===== src/rtl/core/qvr_pkg.sv =====
`default_nettype none
package qvr_pkg;

    localparam int VEC_WIDTH_DEF  = 32;
    localparam int QUAT_WIDTH_DEF = 16;

    // normalized components: signed Q1.15 plus headroom for rounding
    localparam int NORM_FRAC = 15;
    localparam int NORM_W    = NORM_FRAC + 3;
    // rotation coefficients: products of normalized parts, Q.30
    localparam int MAT_FRAC  = 2 * NORM_FRAC;
    localparam int MAT_W     = 2 * NORM_W;

    localparam int CFG_AW = 3;
    localparam logic [CFG_AW-1:0] REG_SCALAR = 3'd0;
    localparam logic [CFG_AW-1:0] REG_I      = 3'd1;
    localparam logic [CFG_AW-1:0] REG_J      = 3'd2;
    localparam logic [CFG_AW-1:0] REG_K      = 3'd3;

    localparam logic signed [MAT_W-1:0] MAT_ONE = MAT_W'(1) <<< MAT_FRAC;

    typedef logic signed [MAT_W-1:0] t_coef;

    // rotation matrix, row major, plus the zero-quaternion flag
    typedef struct packed {
        t_coef [8:0] m;
        logic        deg;
    } t_rot;

endpackage
`default_nettype wire


===== src/rtl/core/qvr_setup.sv =====
`default_nettype none
module qvr_setup #(
    parameter int QUAT_WIDTH = qvr_pkg::QUAT_WIDTH_DEF
) (
    input  wire logic                        i_clk,
    input  wire logic                        i_rst_n,
    input  wire logic                        i_cfg_we,
    input  wire logic [qvr_pkg::CFG_AW-1:0]  i_cfg_addr,
    input  wire logic [QUAT_WIDTH-1:0]       i_cfg_wdata,
    output logic                             o_done,
    output qvr_pkg::t_rot                    o_rot
);
    import qvr_pkg::*;

    localparam logic [3:0] ST_IDLE = 4'd0;
    localparam logic [3:0] ST_SQ   = 4'd1;
    localparam logic [3:0] ST_CHK  = 4'd2;
    localparam logic [3:0] ST_NORM = 4'd3;
    localparam logic [3:0] ST_SQRT = 4'd4;
    localparam logic [3:0] ST_DIV  = 4'd5;
    localparam logic [3:0] ST_MUL  = 4'd6;
    localparam logic [3:0] ST_MAT  = 4'd7;

    localparam int DIV_W = 48;

    logic [3:0]                   r_state;
    logic                         r_dirty;
    logic [QUAT_WIDTH-1:0]        r_q [4];
    logic [1:0]                   r_idx;
    logic [5:0]                   r_cnt;
    logic [63:0]                  r_quarter;
    logic [2:0]                   r_odd;
    logic [63:0]                  r_t;
    logic [4:0]                   r_h;
    logic [5:0]                   r_shift;
    logic [63:0]                  r_root;
    logic [63:0]                  r_bit;
    logic [31:0]                  r_len;
    logic [31:0]                  r_rem;
    logic [DIV_W-1:0]             r_quo;
    logic signed [NORM_W-1:0]     r_n [4];
    logic signed [MAT_W-1:0]      r_prod [10];
    t_rot                         r_rot;

    logic [QUAT_WIDTH-1:0]        mag;
    logic [2*QUAT_WIDTH-1:0]      sq;
    logic [63:0]                  rb;
    logic [DIV_W-1:0]             dvd;
    logic [32:0]                  rem_sh;
    logic [32:0]                  rem_sub;
    logic                         qbit;
    logic [DIV_W-1:0]             quo_nx;
    logic signed [NORM_W-1:0]     ma;
    logic signed [NORM_W-1:0]     mb;
    logic signed [MAT_W-1:0]      prod;
    logic signed [MAT_W-1:0]      kk;

    always_comb begin
        mag     = r_q[r_idx][QUAT_WIDTH-1] ? (~r_q[r_idx] + 1'b1) : r_q[r_idx];
        sq      = (2*QUAT_WIDTH)'(mag) * (2*QUAT_WIDTH)'(mag);
        rb      = r_root + r_bit;
        dvd     = (DIV_W'(mag) << r_shift) + DIV_W'(r_len >> 1);
        rem_sh  = {r_rem, r_quo[DIV_W-1]};
        rem_sub = rem_sh - {1'b0, r_len};
        qbit    = (rem_sh >= {1'b0, r_len});
        quo_nx  = {r_quo[DIV_W-2:0], qbit};
        ma      = r_n[0];
        mb      = r_n[0];
        unique case (r_cnt[3:0])
            4'd0: begin ma = r_n[0]; mb = r_n[0]; end
            4'd1: begin ma = r_n[1]; mb = r_n[1]; end
            4'd2: begin ma = r_n[2]; mb = r_n[2]; end
            4'd3: begin ma = r_n[3]; mb = r_n[3]; end
            4'd4: begin ma = r_n[1]; mb = r_n[2]; end
            4'd5: begin ma = r_n[1]; mb = r_n[3]; end
            4'd6: begin ma = r_n[2]; mb = r_n[3]; end
            4'd7: begin ma = r_n[0]; mb = r_n[1]; end
            4'd8: begin ma = r_n[0]; mb = r_n[2]; end
            4'd9: begin ma = r_n[0]; mb = r_n[3]; end
            default: begin ma = r_n[0]; mb = r_n[0]; end
        endcase
        prod = MAT_W'(ma) * MAT_W'(mb);
        kk   = r_prod[0] - r_prod[1] - r_prod[2] - r_prod[3];
    end

    always_ff @(posedge i_clk) begin
        if (!i_rst_n) begin
            r_state <= ST_IDLE;
            r_dirty <= 1'b1;
            r_q[0]  <= QUAT_WIDTH'(1) << (QUAT_WIDTH - 3);
            r_q[1]  <= '0;
            r_q[2]  <= '0;
            r_q[3]  <= '0;
        end else if (i_cfg_we) begin
            // restart the setup on a write to registers 0..3
            if (i_cfg_addr <= REG_K) begin
                r_q[i_cfg_addr[1:0]] <= i_cfg_wdata;
                r_dirty              <= 1'b1;
                r_state              <= ST_IDLE;
            end
        end else begin
            unique case (r_state)
                ST_IDLE: begin
                    if (r_dirty) begin
                        r_dirty   <= 1'b0;
                        r_idx     <= '0;
                        r_quarter <= '0;
                        r_odd     <= '0;
                        r_state   <= ST_SQ;
                    end
                end
                ST_SQ: begin
                    r_quarter <= r_quarter + 64'(sq >> 2);
                    r_odd     <= r_odd + 3'(mag[0]);
                    r_idx     <= r_idx + 1'b1;
                    if (r_idx == 2'd3) r_state <= ST_CHK;
                end
                ST_CHK: begin
                    r_h    <= '0;
                    r_cnt  <= '0;
                    r_root <= '0;
                    r_bit  <= 64'd1 << 62;
                    if (r_quarter == '0 && r_odd == '0) begin
                        for (int i = 0; i < 9; i++) begin
                            r_rot.m[i] <= (i % 4 == 0) ? MAT_ONE : '0;
                        end
                        r_rot.deg <= 1'b1;
                        r_state   <= ST_IDLE;
                    end else if (r_quarter >= (64'd1 << 60)) begin
                        r_t     <= r_quarter + 64'(r_odd >> 2);
                        r_shift <= 6'(NORM_FRAC - 1);
                        r_state <= ST_SQRT;
                    end else begin
                        r_t     <= (r_quarter << 2) + 64'(r_odd);
                        r_state <= ST_NORM;
                    end
                end
                ST_NORM: begin
                    // scale up by four while the sum stays within 2^62
                    if (r_h != 5'd31 && r_t <= (64'd1 << 60)) begin
                        r_t <= r_t << 2;
                        r_h <= r_h + 1'b1;
                    end else begin
                        r_shift <= 6'(NORM_FRAC) + 6'(r_h);
                        r_state <= ST_SQRT;
                    end
                end
                ST_SQRT: begin
                    if (r_t >= rb) begin
                        r_t    <= r_t - rb;
                        r_root <= (r_root >> 1) + r_bit;
                    end else begin
                        r_root <= r_root >> 1;
                    end
                    r_bit <= r_bit >> 2;
                    if (r_cnt == 6'd31) begin
                        r_cnt   <= '0;
                        r_idx   <= '0;
                        r_state <= ST_DIV;
                    end else begin
                        r_cnt <= r_cnt + 1'b1;
                    end
                end
                ST_DIV: begin
                    if (r_cnt == '0) begin
                        r_len <= r_root[31:0];
                        r_rem <= '0;
                        r_cnt <= 6'd1;
                    end else if (r_cnt == 6'd1) begin
                        r_quo <= dvd;
                        r_rem <= '0;
                        r_cnt <= 6'd2;
                    end else begin
                        r_quo <= quo_nx;
                        r_rem <= qbit ? rem_sub[31:0] : rem_sh[31:0];
                        if (r_cnt == 6'(DIV_W + 1)) begin
                            r_n[r_idx] <= r_q[r_idx][QUAT_WIDTH-1]
                                          ? -$signed(quo_nx[NORM_W-1:0])
                                          : $signed(quo_nx[NORM_W-1:0]);
                            r_idx <= r_idx + 1'b1;
                            if (r_idx == 2'd3) begin
                                r_cnt   <= '0;
                                r_state <= ST_MUL;
                            end else begin
                                r_cnt <= 6'd1;
                            end
                        end else begin
                            r_cnt <= r_cnt + 1'b1;
                        end
                    end
                end
                ST_MUL: begin
                    r_prod[r_cnt[3:0]] <= prod;
                    r_cnt              <= r_cnt + 1'b1;
                    if (r_cnt == 6'd9) r_state <= ST_MAT;
                end
                ST_MAT: begin
                    r_rot.m[0] <= (r_prod[1] <<< 1) + kk;
                    r_rot.m[1] <= (r_prod[4] <<< 1) - (r_prod[9] <<< 1);
                    r_rot.m[2] <= (r_prod[5] <<< 1) + (r_prod[8] <<< 1);
                    r_rot.m[3] <= (r_prod[4] <<< 1) + (r_prod[9] <<< 1);
                    r_rot.m[4] <= (r_prod[2] <<< 1) + kk;
                    r_rot.m[5] <= (r_prod[6] <<< 1) - (r_prod[7] <<< 1);
                    r_rot.m[6] <= (r_prod[5] <<< 1) - (r_prod[8] <<< 1);
                    r_rot.m[7] <= (r_prod[6] <<< 1) + (r_prod[7] <<< 1);
                    r_rot.m[8] <= (r_prod[3] <<< 1) + kk;
                    r_rot.deg  <= 1'b0;
                    r_state    <= ST_IDLE;
                end
                default: r_state <= ST_IDLE;
            endcase
        end
    end

    assign o_done = (r_state == ST_IDLE) && !r_dirty;
    assign o_rot  = r_rot;

endmodule
`default_nettype wire


===== config.mk =====
export PLATFORM = sky130hd
export DESIGN_NAME = qvr_setup
export DESIGN_NICKNAME = d
export VERILOG_FILES = /design/src/rtl/core/qvr_pkg.sv /design/src/rtl/core/qvr_setup.sv
export SDC_FILE = /design/constraint.sdc
export NUM_CORES = 2
export LEC_CHECK = 0
export BUFFER_PORTS_ARGS = -buffer_cell sky130_fd_sc_hd__buf_4
export CELL_PAD_IN_SITES_DETAIL_PLACEMENT = 0
export CELL_PAD_IN_SITES_GLOBAL_PLACEMENT = 2
export CORE_MARGIN = 4
export CORE_UTILIZATION = 45
export CTS_CLUSTER_DIAMETER = 30
export CTS_CLUSTER_SIZE = 8
export DETAILED_ROUTE_END_ITERATION = 6
export MAX_ROUTING_LAYER = met4
export PLACE_DENSITY = 0.94
export SETUP_SLACK_MARGIN = 0.05
export SYNTH_ARGS = -nofsm -noshare
export SYNTH_HDL_FRONTEND = slang
export SYNTH_SLANG_ARGS = --single-unit

===== constraint.sdc =====
create_clock -name i_clk -period 30.5 [get_ports i_clk]
set_input_delay 3.05 -clock i_clk [delete_from_list [all_inputs] [get_ports i_clk]]
set_output_delay 3.05 -clock i_clk [all_outputs]
set_load 0.005 [all_outputs]

==> flow_summary.toml <==
[worst_setup_path]
crit_fanout = 17
r2r.worst_path.cells = 38
max_stage_delay_ns = 1.07
crit_required_ns = 31.11
critPathArrivalTime_ns = 13.59
cp-end-kind = "flop"
cpMostUsedCell = "inv_1"
critical_path.startpoint_type = "flop"
rrSetupSlack_ns = 17.53
r2r_end = "r_quarter[57]"
slowest_stage = "dfxtp_1"
critical_path_class = "flop to flop"

[global_route]
grt_pass1_vias = 74600
grt_pass1_wl_mm = 431
antenna_found_initial = 18
grt_max_degree = 184
track_usage_pct = 25.4
overflow = 0

[clock_tree]
cts_tree = "built"
cts_hold_buf = 0
cts_resized = 0
cts_setup_buffers = 0
numClockSinks = 1168
cts_buffer_depth = 4
clkTransAtPathRegs_ns = 0.04
clock-root-buffer = "clkbuf_16"
clk_latency_ns = 0.93
cts_inserted_buffers = 296
h-tree-depth = 5

[synth]
synthArstFlopShare_pct = 0
synthTopCellsByArea = "edfxtp_1 36%, fa_1 12%, ha_1 10%"
netlist.area_leader.share_pct = 36.1
syn_avg_cell_area_um2 = 9.78
yosys_warnings = 0
netlist_area_um2 = 96600
synth_top_flop_cell = "edfxtp_1"
yosysTopAreaCell = "edfxtp_1"
synth_cells = 9876
yosys_register_bits = 1168
yosysSeqAreaShare_pct = 36.3
synth-edff-count = 1162
netlist-cell-type-count = 105

[sta]
max_slew_margin_pct = 11.0
post-route-period-util_pct = 42.5
setup_tns_ns = 0
slew_viol_final = 0
period_needed_ns = 12.97
fmax_mhz = 77.1
rsz0062_at_grt = "false"
hold_viol_final = 0
finalSetupViolCount = 0
tightest_slew_ns = 1.32
finClkSkew_ns = 0.122

[floorplan]
start_util_pct = 45.4
die-area_um2 = 222000
coreArea_um2 = 213000
floorplan.die.width_um = 471
fp.dieH_um = 471
pin_count = 348
rows = 169

[status]
violations = "DRC"
status = "finished, violations left"

[route]
wl_mm = 279
drc = 8
dr_total_vias = 74500
routedWlPerCell_um = 21.0
via_per_inst = 5.61
postRouteAntennaNets = 0
first_pass_iters = 7
drtIter0Drc = 6562

[run]
drv_cap = 0

[final_layout]
nets = 11600
area_growth_syn_to_layout_pct = 15.6
fillerInstances = 19000
drive_gt1_share_pct = 10.1

[worst_hold_path]
whs_endpoint = "r_quo[32]"
min_path_type = "flop to flop"
holdPathStages = 2
min-delay-start = "r_quo[31]"

[placement]
gp_congestion = 0.928
dp_hpwl_mm = 214
portBuffers = 341
==> stage by stage <==
stage | worst slack [ns] | std cells | hold slack (ns) | instance area (µm²) | utilization (%)
final | 17.53 | 13300 | 0.519 | 112000 | 52.5
after CTS | 17.42 | 13300 | 0.521 | 112000 | 52.5
after detailed placement | 17.42 | 12800 | 0.509 | 102000 | 48.1
after global placement | 17.73 | 12800 | 0.481 | 102000 | 48.1
after floorplan | 13.12 | 9891 | 0.433 | 96600 | -
after global routing | 16.43 | 13300 | 0.522 | 112000 | 52.5
==> kinds of logic (layout without fill, tap and decap cells) <==
logic type                 count (synthesis)  after routing  share of synthesized area, %
xor gates and xnor gates                 685            685                          6.24
buffers and inverters                   1396           1948                          5.50
adders and majority gates               1352           1352                          22.0
muxes                                     62             62                         0.895
DFF                                     1168           1168                          36.3
AOI/OAI and AO/OA                       2105           2105                          14.2
and+or+nand+nor                         3106           3106                          14.9
other                                      2             28                       0.00778
==> routing by layer <==
layer / vias up / GRT usage, % / wire length (µm)
li1: 35400 / - / -
met1: 36500 / 32.4 / 120000
met2: 2204 / 41.3 / 133000
met3: 474 / 3.05 / 13900
met4: 0 / 10.0 / 11400
met5: - / - / 0
==> flip-flops by register name, indices dropped and copies added (netlist names), named ones only <==
signal,count
r_root,64
r_state,3
r_t,64
r_quarter,64
r_prod,354
r_cnt,6
r_h,5
r_quo,48
r_rem,32
r_shift,6
r_len,32
r_bit,32
r_odd,3
r_dirty,1
r_idx,2
r_n,72
r_q,64
o_rot,314
==> layout by cell type (no fill, tap or decap), types with 263 or more instances in the layout <==
| cell type | n |
|---|---|
| nand2_1 | 831 |
| xor2_1 | 263 |
| inv_1 | 999 |
| fa_1 | 575 |
| xnor2_1 | 408 |
| a21oi_1 | 587 |
| o21ai_0 | 435 |
| clkbuf_16 | 299 |
| nor2_1 | 1086 |
| edfxtp_1 | 1162 |
| buf_4 | 444 |
| ha_1 | 777 |
==> how the worst max path moves through the flow <==
stage,start,to,slack (ns),depth (start not counted)
6_report,flop,r_quarter[57],17.53,38
5_1_grt,flop,r_quarter[57],16.43,38
3_3_place_gp,flop,r_quarter[57],17.73,38
4_1_cts,flop,r_quarter[57],17.42,38
2_1_floorplan,i_cfg_we,o_rot[0],13.12,3
3_5_place_dp,flop,r_quarter[57],17.42,38
==> layout make-up <==
| class | count | area, µm² | area share [%] |
|---|---|---|---|
| diodes | 11 | 27.5 | 0.0247 |
| clock buffers | 332 | 7610 | 6.81 |
| multi-input cells | 7327 | 56600 | 50.7 |
| repair buffers | 445 | 3350 | 3.00 |
| clock inverters | 161 | 1750 | 1.57 |
| well taps | 2821 | 3530 | 3.16 |
| flip-flops and latches | 1168 | 35000 | 31.4 |
| inverters | 1010 | 3800 | 3.40 |
==> Yosys cell counts, drive strengths merged (93+ instances only) <==
library cell and count:
nor3 188, o21bai 93, edfxtp 1162, a21o 183
xor2 267, ha 777, nand2 831, and3 103
clkbuf 344, nand2b 110, and2 173, a31oi 98
nor2 1096, inv 1004, xnor2 416, nor2b 123
o21ai 446, a211oi 112, fa 575, a21oi 592
nand3 145
==> worst max-delay path: cells and delay by family, from the launching register on <==
family / cells / cell delay (ns)
and+or+nand+nor: 8 / 2.21
buffers and inverters: 8 / 0.79
DFF: 1 / 1.07
adders and majority gates: 8 / 3.73
AOI/OAI and AO/OA: 10 / 3.39
xor gates and xnor gates: 3 / 0.78
muxes: 1 / 0.72
Power is not shown: default switching activity piles up to over one toggle a cycle in this logic, so the estimate is an artifact.
